===== config.mk =====
export PLATFORM = sky130hd
export DESIGN_NAME = sha1_stream_hasher_top
export DESIGN_NICKNAME = d
export VERILOG_FILES = /design/src/sv/sha1s_pkg.sv /design/src/sv/sha1s_block_store.sv /design/src/sv/sha1s_chain_store.sv /design/src/sv/sha1s_round.sv /design/src/sv/sha1_stream_hasher_top.sv
export SDC_FILE = /design/constraint.sdc
export NUM_CORES = 2
export LEC_CHECK = 0
export BUFFER_PORTS_ARGS = -buffer_cell sky130_fd_sc_hd__buf_2
export CORE_ASPECT_RATIO = 0.6
export CORE_MARGIN = 4
export CORE_UTILIZATION = 60
export DETAILED_ROUTE_END_ITERATION = 6
export HOLD_SLACK_MARGIN = 0.06
export PLACE_DENSITY = 0.87
export RECOVER_POWER = 100
export SKIP_CTS_REPAIR_TIMING = 1
export SLEW_MARGIN = 20
export SYNTH_ARGS = -nofsm -noshare
export SYNTH_HDL_FRONTEND = slang
export SYNTH_SLANG_ARGS = --single-unit

===== constraint.sdc =====
create_clock -name clock -period 54.3 [get_ports clock]
set_input_delay 2.715 -clock clock [delete_from_list [all_inputs] [get_ports clock]]
set_output_delay 2.715 -clock clock [all_outputs]
set_load 0.005 [all_outputs]

===== src/sv/sha1s_pkg.sv =====
`timescale 1ns / 1ps
// Shared types, constants and functions of the SHA-1 stream hasher.
package sha1s_pkg;

   localparam int WORD_W   = 32;
   localparam int BYTE_W   = 8;
   localparam int CHAIN_N  = 5;
   localparam int CHAIN_AW = 3;
   localparam int BLK_N    = 16;
   localparam int BLK_AW   = 4;
   localparam int POS_W    = 6;
   localparam int CNT_W    = 7;
   localparam int COUNT_W  = 64;
   localparam int IDX_W    = 3;

   localparam logic [0:0] MODE_ABSORB = 1'b0;
   localparam logic [0:0] MODE_FINISH = 1'b1;

   localparam logic [BYTE_W-1:0] PAD_BYTE = 8'h80;
   localparam logic [POS_W-1:0]  POS_LAST = 6'd63;
   localparam logic [POS_W-1:0]  POS_LEN  = 6'd56;

   localparam logic [CNT_W-1:0] LOAD_LAST   = 7'd16;
   localparam logic [CNT_W-1:0] ROUND_LAST  = 7'd79;
   localparam logic [CNT_W-1:0] FINAL_LAST  = 7'd5;
   localparam logic [CNT_W-1:0] ROUND_STG1  = 7'd20;
   localparam logic [CNT_W-1:0] ROUND_STG2  = 7'd40;
   localparam logic [CNT_W-1:0] ROUND_STG3  = 7'd60;

   localparam logic [IDX_W-1:0] IDX_LAST = 3'd4;

   localparam logic [WORD_W-1:0] K_STG0 = 32'h5A827999;
   localparam logic [WORD_W-1:0] K_STG1 = 32'h6ED9EBA1;
   localparam logic [WORD_W-1:0] K_STG2 = 32'h8F1BBCDC;
   localparam logic [WORD_W-1:0] K_STG3 = 32'hCA62C1D6;

   localparam logic [WORD_W-1:0] H0_INIT = 32'h67452301;
   localparam logic [WORD_W-1:0] H1_INIT = 32'hEFCDAB89;
   localparam logic [WORD_W-1:0] H2_INIT = 32'h98BADCFE;
   localparam logic [WORD_W-1:0] H3_INIT = 32'h10325476;
   localparam logic [WORD_W-1:0] H4_INIT = 32'hC3D2E1F0;

   typedef struct packed {
      logic                put_en;
      logic [POS_W-1:0]    put_pos;
      logic [BYTE_W-1:0]   put_byte;
      logic                rd_en;
      logic [BLK_AW-1:0]   rd_addr;
   } blk_req_type;

   typedef struct packed {
      logic                rd_en;
      logic [CHAIN_AW-1:0] rd_addr;
      logic                wr_en;
      logic [CHAIN_AW-1:0] wr_addr;
      logic [WORD_W-1:0]   wr_data;
      logic                clear;
   } chain_req_type;

   typedef struct packed {
      logic             w_shift;
      logic             chain_shift;
      logic             step;
      logic [CNT_W-1:0] rnd;
   } round_ctl_type;

   function automatic logic [WORD_W-1:0] chain_init(input logic [CHAIN_AW-1:0] idx);
      logic [WORD_W-1:0] val;
      unique case (idx)
         3'd0: val = H0_INIT;
         3'd1: val = H1_INIT;
         3'd2: val = H2_INIT;
         3'd3: val = H3_INIT;
         3'd4: val = H4_INIT;
         default: val = '0;
      endcase
      return val;
   endfunction

endpackage


===== src/sv/sha1s_block_store.sv =====
`timescale 1ns / 1ps
// Message block memory with big-endian byte packing.
module sha1s_block_store (
   input  logic                            clock,
   input  sha1s_pkg::blk_req_type          req,
   output logic [sha1s_pkg::WORD_W-1:0]    rd_data
);

   logic [sha1s_pkg::WORD_W-1:0] mem [sha1s_pkg::BLK_N];
   logic [sha1s_pkg::WORD_W-1:0] acc_ff;
   logic [sha1s_pkg::WORD_W-1:0] acc_in;
   logic [sha1s_pkg::WORD_W-1:0] bits;
   logic [sha1s_pkg::WORD_W-1:0] rd_q_ff;

   assign bits = {24'd0, req.put_byte} << {~req.put_pos[1:0], 3'b000};
   assign acc_in = (req.put_pos[1:0] == 2'd0) ? bits : (acc_ff | bits);

   always_ff @(posedge clock) begin
      if (req.put_en) begin
         acc_ff <= acc_in;
         if (req.put_pos[1:0] == 2'd3) begin
            mem[req.put_pos[5:2]] <= acc_in;
         end
      end
      if (req.rd_en) begin
         rd_q_ff <= mem[req.rd_addr];
      end
   end

   assign rd_data = rd_q_ff;

endmodule


===== src/sv/sha1s_chain_store.sv =====
`timescale 1ns / 1ps
// Chaining word memory with per-entry valid bits that read back the initial values.
module sha1s_chain_store (
   input  logic                            clock,
   input  logic                            reset,
   input  sha1s_pkg::chain_req_type        req,
   output logic [sha1s_pkg::WORD_W-1:0]    rd_data
);

   logic [sha1s_pkg::WORD_W-1:0]   mem [sha1s_pkg::CHAIN_N];
   logic [sha1s_pkg::CHAIN_N-1:0]  valid_ff;
   logic [sha1s_pkg::WORD_W-1:0]   rd_q_ff;
   logic [sha1s_pkg::CHAIN_AW-1:0] rd_addr_ff;
   logic                           rd_valid_ff;

   always_ff @(posedge clock) begin
      if (req.wr_en) begin
         mem[req.wr_addr] <= req.wr_data;
      end
      if (req.rd_en) begin
         rd_q_ff    <= mem[req.rd_addr];
         rd_addr_ff <= req.rd_addr;
      end
   end

   always_ff @(posedge clock) begin
      if (reset) begin
         valid_ff    <= '0;
         rd_valid_ff <= 1'b0;
      end else begin
         if (req.rd_en) begin
            rd_valid_ff <= valid_ff[req.rd_addr];
         end
         if (req.clear) begin
            valid_ff <= '0;
         end else if (req.wr_en) begin
            valid_ff[req.wr_addr] <= 1'b1;
         end
      end
   end

   assign rd_data = rd_valid_ff ? rd_q_ff : sha1s_pkg::chain_init(rd_addr_ff);

endmodule


===== src/sv/sha1s_round.sv =====
`timescale 1ns / 1ps
// Compression datapath: working variables, schedule window and one round per cycle.
module sha1s_round (
   input  logic                            clock,
   input  sha1s_pkg::round_ctl_type        ctl,
   input  logic [sha1s_pkg::WORD_W-1:0]    w_in,
   input  logic [sha1s_pkg::WORD_W-1:0]    chain_in,
   output logic [sha1s_pkg::WORD_W-1:0]    a_out
);

   logic [sha1s_pkg::WORD_W-1:0] a_ff, b_ff, c_ff, d_ff, e_ff;
   logic [sha1s_pkg::WORD_W-1:0] w_ff [sha1s_pkg::BLK_N];
   logic [sha1s_pkg::WORD_W-1:0] f_val;
   logic [sha1s_pkg::WORD_W-1:0] k_val;
   logic [sha1s_pkg::WORD_W-1:0] t_val;
   logic [sha1s_pkg::WORD_W-1:0] w_mix;
   logic [sha1s_pkg::WORD_W-1:0] w_new;

   always_comb begin
      priority if (ctl.rnd < sha1s_pkg::ROUND_STG1) begin
         f_val = d_ff ^ (b_ff & (c_ff ^ d_ff));
         k_val = sha1s_pkg::K_STG0;
      end else if (ctl.rnd < sha1s_pkg::ROUND_STG2) begin
         f_val = b_ff ^ c_ff ^ d_ff;
         k_val = sha1s_pkg::K_STG1;
      end else if (ctl.rnd < sha1s_pkg::ROUND_STG3) begin
         f_val = (b_ff & c_ff) | (d_ff & (b_ff | c_ff));
         k_val = sha1s_pkg::K_STG2;
      end else begin
         f_val = b_ff ^ c_ff ^ d_ff;
         k_val = sha1s_pkg::K_STG3;
      end
   end

   assign t_val = {a_ff[26:0], a_ff[31:27]} + f_val + e_ff + k_val + w_ff[0];
   assign w_mix = w_ff[13] ^ w_ff[8] ^ w_ff[2] ^ w_ff[0];
   assign w_new = {w_mix[30:0], w_mix[31]};

   always_ff @(posedge clock) begin
      priority if (ctl.step) begin
         for (int i = 0; i < sha1s_pkg::BLK_N - 1; i++) begin
            w_ff[i] <= w_ff[i+1];
         end
         w_ff[sha1s_pkg::BLK_N-1] <= w_new;
         a_ff <= t_val;
         b_ff <= a_ff;
         c_ff <= {b_ff[1:0], b_ff[31:2]};
         d_ff <= c_ff;
         e_ff <= d_ff;
      end else if (ctl.w_shift || ctl.chain_shift) begin
         if (ctl.w_shift) begin
            for (int i = 0; i < sha1s_pkg::BLK_N - 1; i++) begin
               w_ff[i] <= w_ff[i+1];
            end
            w_ff[sha1s_pkg::BLK_N-1] <= w_in;
         end
         if (ctl.chain_shift) begin
            a_ff <= b_ff;
            b_ff <= c_ff;
            c_ff <= d_ff;
            d_ff <= e_ff;
            e_ff <= chain_in;
         end
      end
   end

   assign a_out = a_ff;

endmodule


===== src/sv/sha1_stream_hasher_top.sv =====
`timescale 1ns / 1ps
// Top level of the SHA-1 stream hasher: sequencer, padding and digest output.
//
//   channel | dir | fields
//   req_    | in  | tdata[7:0] data_byte, tuser[0] mode
//   rsp_    | out | tdata[31:0] digest_word, tdata[34:32] word_index, tlast last_word
//
// An absorb word is written straight into the block memory; the word that fills a block
// then starts block load, 80 rounds of the single round unit and chain write-back.
// A finish word pads one byte per cycle through the block memory (9 to 72 bytes,
// with one or two compressions), then reads the five digest words into the output register.
// Reset clears the sequencer and marks the chaining memory as holding its initial values.
// A stalled result waits in the output register and holds back the next digest word.
module sha1_stream_hasher_top (
   input  logic        clock,
   input  logic        reset,
   input  logic        req_tvalid,
   output logic        req_tready,
   input  logic [7:0]  req_tdata,   // [7:0] data_byte
   input  logic [0:0]  req_tuser,   // [0] mode
   output logic        rsp_tvalid,
   input  logic        rsp_tready,
   output logic [39:0] rsp_tdata,   // [31:0] digest_word, [34:32] word_index, zero above
   output logic        rsp_tlast
);

   typedef enum logic [2:0] {
      S_IDLE,
      S_PAD,
      S_LOAD,
      S_ROUND,
      S_FINAL,
      S_EMIT,
      S_EMIT_LD
   } state_type;

   state_type                           state_ff, state_in;
   logic [sha1s_pkg::CNT_W-1:0]         cnt_ff, cnt_in;
   logic [sha1s_pkg::POS_W-1:0]         pos_ff, pos_in;
   logic [sha1s_pkg::COUNT_W-1:0]       count_ff, count_in;
   logic                                fin_ff, fin_in;
   logic                                len_ff, len_in;
   logic [sha1s_pkg::IDX_W-1:0]         emit_idx_ff, emit_idx_in;
   logic                                rsp_valid_ff, rsp_valid_in;
   logic [sha1s_pkg::WORD_W-1:0]        rsp_word_ff, rsp_word_in;
   logic [sha1s_pkg::IDX_W-1:0]         rsp_idx_ff, rsp_idx_in;
   logic                                rsp_last_ff, rsp_last_in;

   sha1s_pkg::blk_req_type              blk_req;
   sha1s_pkg::chain_req_type            chain_req;
   sha1s_pkg::round_ctl_type            round_ctl;
   logic [sha1s_pkg::WORD_W-1:0]        blk_rd_data;
   logic [sha1s_pkg::WORD_W-1:0]        chain_rd_data;
   logic [sha1s_pkg::WORD_W-1:0]        round_a;
   logic [sha1s_pkg::COUNT_W-1:0]       len_bits;
   logic [sha1s_pkg::BYTE_W-1:0]        len_byte;
   logic                                len_mode;
   logic                                req_fire;
   logic                                rsp_fire;

   assign req_fire = req_tvalid & req_tready;
   assign rsp_fire = rsp_valid_ff & rsp_tready;
   assign len_bits = {count_ff[60:0], 3'b000};
   assign len_byte = len_bits[{~pos_ff[2:0], 3'b000} +: 8];
   assign len_mode = len_ff | (pos_ff == sha1s_pkg::POS_LEN);

   always_comb begin
      state_in     = state_ff;
      cnt_in       = cnt_ff;
      pos_in       = pos_ff;
      count_in     = count_ff;
      fin_in       = fin_ff;
      len_in       = len_ff;
      emit_idx_in  = emit_idx_ff;
      rsp_valid_in = rsp_fire ? 1'b0 : rsp_valid_ff;
      rsp_word_in  = rsp_word_ff;
      rsp_idx_in   = rsp_idx_ff;
      rsp_last_in  = rsp_last_ff;
      blk_req      = '0;
      chain_req    = '0;
      round_ctl    = '0;
      round_ctl.rnd = cnt_ff;

      unique case (state_ff)
         S_IDLE: begin
            if (req_fire) begin
               blk_req.put_en  = 1'b1;
               blk_req.put_pos = pos_ff;
               pos_in          = pos_ff + 1'b1;
               cnt_in          = '0;
               if (req_tuser == sha1s_pkg::MODE_FINISH) begin
                  blk_req.put_byte = sha1s_pkg::PAD_BYTE;
                  fin_in           = 1'b1;
                  len_in           = 1'b0;
                  state_in         = S_PAD;
               end else begin
                  blk_req.put_byte = req_tdata;
                  count_in         = count_ff + 1'b1;
               end
               if (pos_ff == sha1s_pkg::POS_LAST) begin
                  state_in = S_LOAD;
               end
            end
         end
         S_PAD: begin
            blk_req.put_en   = 1'b1;
            blk_req.put_pos  = pos_ff;
            blk_req.put_byte = len_mode ? len_byte : '0;
            len_in           = len_mode;
            pos_in           = pos_ff + 1'b1;
            if (pos_ff == sha1s_pkg::POS_LAST) begin
               cnt_in   = '0;
               state_in = S_LOAD;
            end
         end
         S_LOAD: begin
            blk_req.rd_en         = (cnt_ff < 7'(sha1s_pkg::BLK_N));
            blk_req.rd_addr       = cnt_ff[sha1s_pkg::BLK_AW-1:0];
            chain_req.rd_en       = (cnt_ff < 7'(sha1s_pkg::CHAIN_N));
            chain_req.rd_addr     = cnt_ff[sha1s_pkg::CHAIN_AW-1:0];
            round_ctl.w_shift     = (cnt_ff != '0);
            round_ctl.chain_shift = (cnt_ff != '0) && (cnt_ff <= 7'(sha1s_pkg::CHAIN_N));
            cnt_in                = cnt_ff + 1'b1;
            if (cnt_ff == sha1s_pkg::LOAD_LAST) begin
               cnt_in   = '0;
               state_in = S_ROUND;
            end
         end
         S_ROUND: begin
            round_ctl.step = 1'b1;
            cnt_in         = cnt_ff + 1'b1;
            if (cnt_ff == sha1s_pkg::ROUND_LAST) begin
               cnt_in   = '0;
               state_in = S_FINAL;
            end
         end
         S_FINAL: begin
            chain_req.rd_en   = (cnt_ff < 7'(sha1s_pkg::CHAIN_N));
            chain_req.rd_addr = cnt_ff[sha1s_pkg::CHAIN_AW-1:0];
            if (cnt_ff != '0) begin
               chain_req.wr_en       = 1'b1;
               chain_req.wr_addr     = 3'(cnt_ff - 1'b1);
               chain_req.wr_data     = chain_rd_data + round_a;
               round_ctl.chain_shift = 1'b1;
            end
            cnt_in = cnt_ff + 1'b1;
            if (cnt_ff == sha1s_pkg::FINAL_LAST) begin
               cnt_in = '0;
               priority if (fin_ff && len_ff) begin
                  emit_idx_in = '0;
                  state_in    = S_EMIT;
               end else if (fin_ff) begin
                  state_in = S_PAD;
               end else begin
                  state_in = S_IDLE;
               end
            end
         end
         S_EMIT: begin
            if (!rsp_valid_ff || rsp_tready) begin
               chain_req.rd_en   = 1'b1;
               chain_req.rd_addr = emit_idx_ff;
               state_in          = S_EMIT_LD;
            end
         end
         S_EMIT_LD: begin
            rsp_valid_in = 1'b1;
            rsp_word_in  = chain_rd_data;
            rsp_idx_in   = emit_idx_ff;
            rsp_last_in  = (emit_idx_ff == sha1s_pkg::IDX_LAST);
            emit_idx_in  = emit_idx_ff + 1'b1;
            state_in     = S_EMIT;
            if (emit_idx_ff == sha1s_pkg::IDX_LAST) begin
               chain_req.clear = 1'b1;
               count_in        = '0;
               pos_in          = '0;
               fin_in          = 1'b0;
               len_in          = 1'b0;
               emit_idx_in     = '0;
               state_in        = S_IDLE;
            end
         end
         default: begin
            state_in = S_IDLE;
         end
      endcase
   end

   always_ff @(posedge clock) begin
      if (reset) begin
         state_ff     <= S_IDLE;
         cnt_ff       <= '0;
         pos_ff       <= '0;
         count_ff     <= '0;
         fin_ff       <= 1'b0;
         len_ff       <= 1'b0;
         emit_idx_ff  <= '0;
         rsp_valid_ff <= 1'b0;
      end else begin
         state_ff     <= state_in;
         cnt_ff       <= cnt_in;
         pos_ff       <= pos_in;
         count_ff     <= count_in;
         fin_ff       <= fin_in;
         len_ff       <= len_in;
         emit_idx_ff  <= emit_idx_in;
         rsp_valid_ff <= rsp_valid_in;
      end
      rsp_word_ff <= rsp_word_in;
      rsp_idx_ff  <= rsp_idx_in;
      rsp_last_ff <= rsp_last_in;
   end

   sha1s_block_store u_block (
      .clock   (clock),
      .req     (blk_req),
      .rd_data (blk_rd_data)
   );

   sha1s_chain_store u_chain (
      .clock   (clock),
      .reset   (reset),
      .req     (chain_req),
      .rd_data (chain_rd_data)
   );

   sha1s_round u_round (
      .clock    (clock),
      .ctl      (round_ctl),
      .w_in     (blk_rd_data),
      .chain_in (chain_rd_data),
      .a_out    (round_a)
   );

   assign req_tready = (state_ff == S_IDLE);
   assign rsp_tvalid = rsp_valid_ff;
   assign rsp_tdata  = {5'd0, rsp_idx_ff, rsp_word_ff};
   assign rsp_tlast  = rsp_last_ff;

endmodule


# After elaboration in Yosys (flattened, before gate mapping)
# Memory sizes are Yosys's and may differ from the RTL's. A register that Yosys moved wholly into a read port is not among the register bits.
# Cells that the tools add are included.
# word_totals
ff_bits,323
ramBits,1184
in_bits,13
output_inout_bits,43
elab_cells,242
n_memories,3
# classes
add_sub_neg,10
n_lt_le_gt_ge,9
eq_ne,28
shifts,2
mux,108
bitwise_logic,35
reduce_logical,27
# mem_list
memory,depth,word_bits,rd,rd_clocked_by_memory_dff,write_ports,line,rtl
u_block.mem,16,32,1,1,1,sha1s_block_store.sv:9,logic [sha1s_pkg::WORD_W-1:0] mem [sha1s_pkg::BLK_N];
u_round.w_ff,16,32,16,0,16,sha1s_round.sv:12,logic [sha1s_pkg::WORD_W-1:0] w_ff [sha1s_pkg::BLK_N];
u_chain.mem,5,32,1,1,1,sha1s_chain_store.sv:10,logic [sha1s_pkg::WORD_W-1:0] mem [sha1s_pkg::CHAIN_N];
# op_table
cell,n
32-bit 2-to-1 mux,38
32-bit XOR,7
64-bit 2-to-1 mux,3
32-bit adder,5
32-bit one-hot mux with 5 select lines,1
64-bit one-hot mux with 2 select lines,1
32-bit AND,3
32-bit bitwise OR,3
36-bit 2-to-1 mux,2
"64-bit by 1-bit adder with 64-bit output, second input constant",1
64-bit by 7-bit indexed part select with 8-bit output,1
3-bit 2-to-1 mux,13
7-bit 2-to-1 mux,5
7-bit one-hot mux with 5 select lines,1
8-bit by 5-bit << shifter with 32-bit output,1
31-bit 2-to-1 mux,1
15-bit one-hot mux with 2 select lines,1
1-bit 2-to-1 mux,26
3-bit one-hot mux with 7 select lines,1
6-bit one-hot mux with 3 select lines,1
1-bit bitwise OR,17
8-bit 2-to-1 mux,2
"2-bit != test, second input constant",8
"3-bit == test, second input constant",5
47 further kinds,72

# Depth between registers and ports, before layout
# logic_depth
word_depth,11
ltp_mapped,26
ltp_nobuf,23

# By module
# From an unflattened synthesis, not the netlist that was laid out.
# unflattened
cells_unflattened,3990
hier_area_um2,65788.1
# modules_own_cells
mod,instances,cells_per_inst,area_each_um2,seq_area_each_um2
sha1s_round,1,1719,28951.5,20179.4
sha1s_block_store,1,943,21498.1,17296.6
sha1s_chain_store,1,420,7693.6,5975.7
sha1_stream_hasher_top,1,908,7644.8,2742.6

# Worst setup path after synthesis
# Ideal clock, no wire load.
# synth_timing
path_kind,flip-flop to flip-flop
startpoint,register state_ff[1]
endpoint,memory u_round.w_ff[0][0] in the netlist's numbering (enable)
setup_ns,2.096
t_arrival_ns,37.008
required_time_ns,52.204
path_slack_ns,15.196
stages_incl_launch_ff,8
path_buffers,4
period_less_slack_ns,39.104
cell_sequence,dfxtp_1 -> buf_2 -> inv_1 -> or3_1 -> clkbuf_1 -> clkbuf_1 -> clkbuf_1 -> o21ai_0
# synth_lines
element,line,rtl
start: declaration,sha1_stream_hasher_top.sv:37,"state_type state_ff, state_in;"
start signal: assignment,sha1_stream_hasher_top.sv:200,state_ff <= state_in;
end: declaration,sha1s_round.sv:12,

==> run summary <==
Worst path required time -> 54.54 ns
Syn. warnings -> 0
Yosys cell types -> 77
Comb pwr share -> 4.9%
CP dominant cell by count -> clkbuf_1
Global-route usage over all layers -> 26.6%
Die height -> 266 um
Syn Inst Count -> 4453
Via/cell ratio -> 6.44
Clock Sinks -> 1568
Switching Share -> 21.7%
Number of synthesized flops with an enable pin -> 1479
Pwr Density -> 33.0 nW/um^2
Ports -> 56
Worst Tran Pin Value -> 7.93 ns
Critical Path AT -> 15.78 ns
Max rail drop VDD -> 0.0000245 V
Share of layout cells above drive strength 1 -> 11.4%
Vias in the first global route -> 38300
Max-slew violation count -> 2473
Fin util -> 66.0%
Mean post-synth cell area -> 14.9 sq um
Failing checks -> capacitance limit, slew limit
P_int -> 1.87 mW
Clk pwr share -> 39.1%
Hold Crit Class -> reg2reg
Starting density of the core -> 60.6%
Total vias in the final route -> 39200
Psw -> 519 uW
Post-synth top area share -> 66.8%
Sequential share of the synthesized area -> 69.4%
WS Path Type -> reg2reg
Routed Antenna Nets -> 0
CP Cell Sequence -> inv_1 > ha_1 > nor2b_1 > and2_0 > o21ai_0 > clkbuf_1 > clkbuf_1
# DRC -> 0
Count of final setup violators -> 0
Largest net degree at the start of global routing -> 158
H-tree lvl count -> 4
Placer Congestion -> 0.918
Final Cycle Share -> 28.6%
Final setup TNS -> 0 ns
Clk_lat worst skew -> 0.78 ns
Chip width -> 438 um
Clock Skew -> 0.0418 ns
Met2 Track Usage GR -> 38.7%
Initial antenna violation count -> 4
Worst setup SP type -> flop
Pleak -> 25.1 nW
Main flop type after synthesis -> edfxtp_1
Met3 Use GR -> 7.66%
Outcome -> finished with violations
Global-route wire length before repair -> 234 mm
Top post-synthesis cells by area -> edfxtp_1 (67%), mux2_2 (4.1%), fa_1 (3.5%), dfxtp_1 (2.7%), xnor2_1 (2.1%)
Die area -> 116000 sq um
Routed WL per cell -> 25.6 um
DR pass1 iterations -> 6
Part of the power in registers -> 56.0%
CTS root buffer -> clkbuf_16
Final #Nets -> 4713
Worst path max stage delay -> 5.56 ns
CTS Buf Count -> 130
Ys async rst share -> 0%
Drt initial violations -> 5982
Area Overhead vs Synth -> 8.92%
Final hold viol count -> 0
Final HPWL DP -> 92.5 mm
Total grt overflow -> 0
Port bufs -> 50
Core outline area -> 110000 sq um
Max-cap viol count -> 52
CP endpoint kind -> flop
Reg clk slew, reported paths -> 0.07 ns
Clock Path Buffers -> 3
CTS tree -> done
Fmax -> 0.0644 GHz
Seq cells post-synth -> 1568
CP Max Fanout -> 157
Slowest CP cell -> clkbuf_1
Met1 usage -> 39.0%
Total Wirelength -> 156 mm
Synth area leader -> edfxtp_1
Layer carrying the most global-route usage -> met1
Rows -> 94
Slew margin rel. -> -429%
Synth Cell Area -> 66500 sq um
Crit path time final -> 15.53 ns
RSZ-0062 raised after global routing -> false
final timing paths:
check	start	to	slack [ns]	depth (start not counted)
setup / recovery	cnt_ff[1]	u_round.w_ff[0][127]	38.77	7
hold / removal	u_round.w_ff[1][68]	u_round.w_ff[1][36]	0.41	0
setup reg to reg	cnt_ff[1]	u_round.w_ff[0][127]	38.77	7
hold reg to reg	u_round.w_ff[1][68]	u_round.w_ff[1][36]	0.41	0
power groups by stage:
stage | logic [mW] | registers [mW] | clock network (mW)
after detailed placement | 0.114 | 1.36 | 0
after global routing | 0.127 | 1.34 | 0.999
after global placement | 0.109 | 1.36 | 0
after floorplan | 0.0814 | 1.37 | 0
after CTS | 0.116 | 1.34 | 0.944
final | 0.118 | 1.34 | 0.935
final cells by class:
| cell class | instances | area [sq um] |
|---|---|---|
| diodes | 1 | 2.50 |
| clock buffers | 158 | 3510 |
| clock inverters | 75 | 636 |
| fillers | 7080 | 37400 |
| inverters | 217 | 815 |
| multi-input cells | 2456 | 18800 |
| flip-flops and latches | 1568 | 46200 |
| well taps | 1488 | 1860 |
| repair buffers | 131 | 628 |
routing by layer:
layer	vias up	part of all wire, %
li1	16800	-
met3	363	13
met2	2612	44
met5	-	0
met4	0	3.0
met1	19500	40
stage by stage:
step | cell area, sq um | hold WS [ns] | worst slack, ns | power, mW | cells
final | 72500 | 0.407 | 38.77 | 2.39 | 6094
after global routing | 72500 | 0.411 | 37.46 | 2.47 | 6094
after CTS | 72800 | 0.408 | 46.18 | 2.40 | 6092
after detailed placement | 68700 | 0.405 | 46.25 | 1.48 | 5859
after global placement | 68700 | 0.400 | 46.51 | 1.47 | 5859
after floorplan | 66500 | 0.400 | 15.20 | 1.45 | 4457
cell usage after synthesis, drive strengths merged (27+ instances only):
cell,n
or3,27
o31ai,38
mux2,240
ha,81
and3,50
dfxtp,89
buf,35
xor2,46
nor2,208
a311oi,34
a211oi,46
and2,44
nand2,293
a31oi,45
mux2i,107
edfxtp,1479
a221oi,39
o21ai,218
fa,115
a21o,88
o221ai,40
a21oi,242
nand3,65
clkbuf,181
inv,214
xnor2,162
cells by family after synthesis:
family          synth area share (%)
mux                             6.11
compound gates                  8.50
xor+xnor                        2.74
other cells                  0.00564
buf+inv                         2.50
fa+ha+maj                       4.98
simple gates                    5.72
flops                           69.4
registers in the layout, indices dropped and copies added, names as in the netlist, 32 cells and up:
register	flops
u_block.mem	512
u_round.w_ff	512
u_chain.mem	160
count_ff	61
rsp_word_ff	32
u_block.acc_ff	32
u_block.rd_data	32
u_chain.rd_q_ff	32
u_round.a_out	32
u_round.b_ff	32
u_round.c_ff	32
u_round.d_ff	32
u_round.e_ff	32
worst max-delay path, delay by kind of cell, from the launching register on:
kind | cells | cell delay [ns]
adders and majority gates | 1 | 0.45
buffers and inverters | 3 | 9.56
AOI/OAI and AO/OA | 1 | 1.73
and+or+nand+nor | 2 | 0.62
DFF | 1 | 2.39
layout by cell type (no fill, tap or decap), drive strengths merged, types with 65 or more instances in the layout:
cell,n
a21o,88
nand2,293
ha,81
nor2,208
fa,115
o21ai,218
dfxtp,89
mux2,240
mux2i,107
nand3,65
edfxtp,1479
xnor2,162
clkbuf,236
inv,222
a21oi,242
No activity file was read; power rests on OpenSTA's default activity.
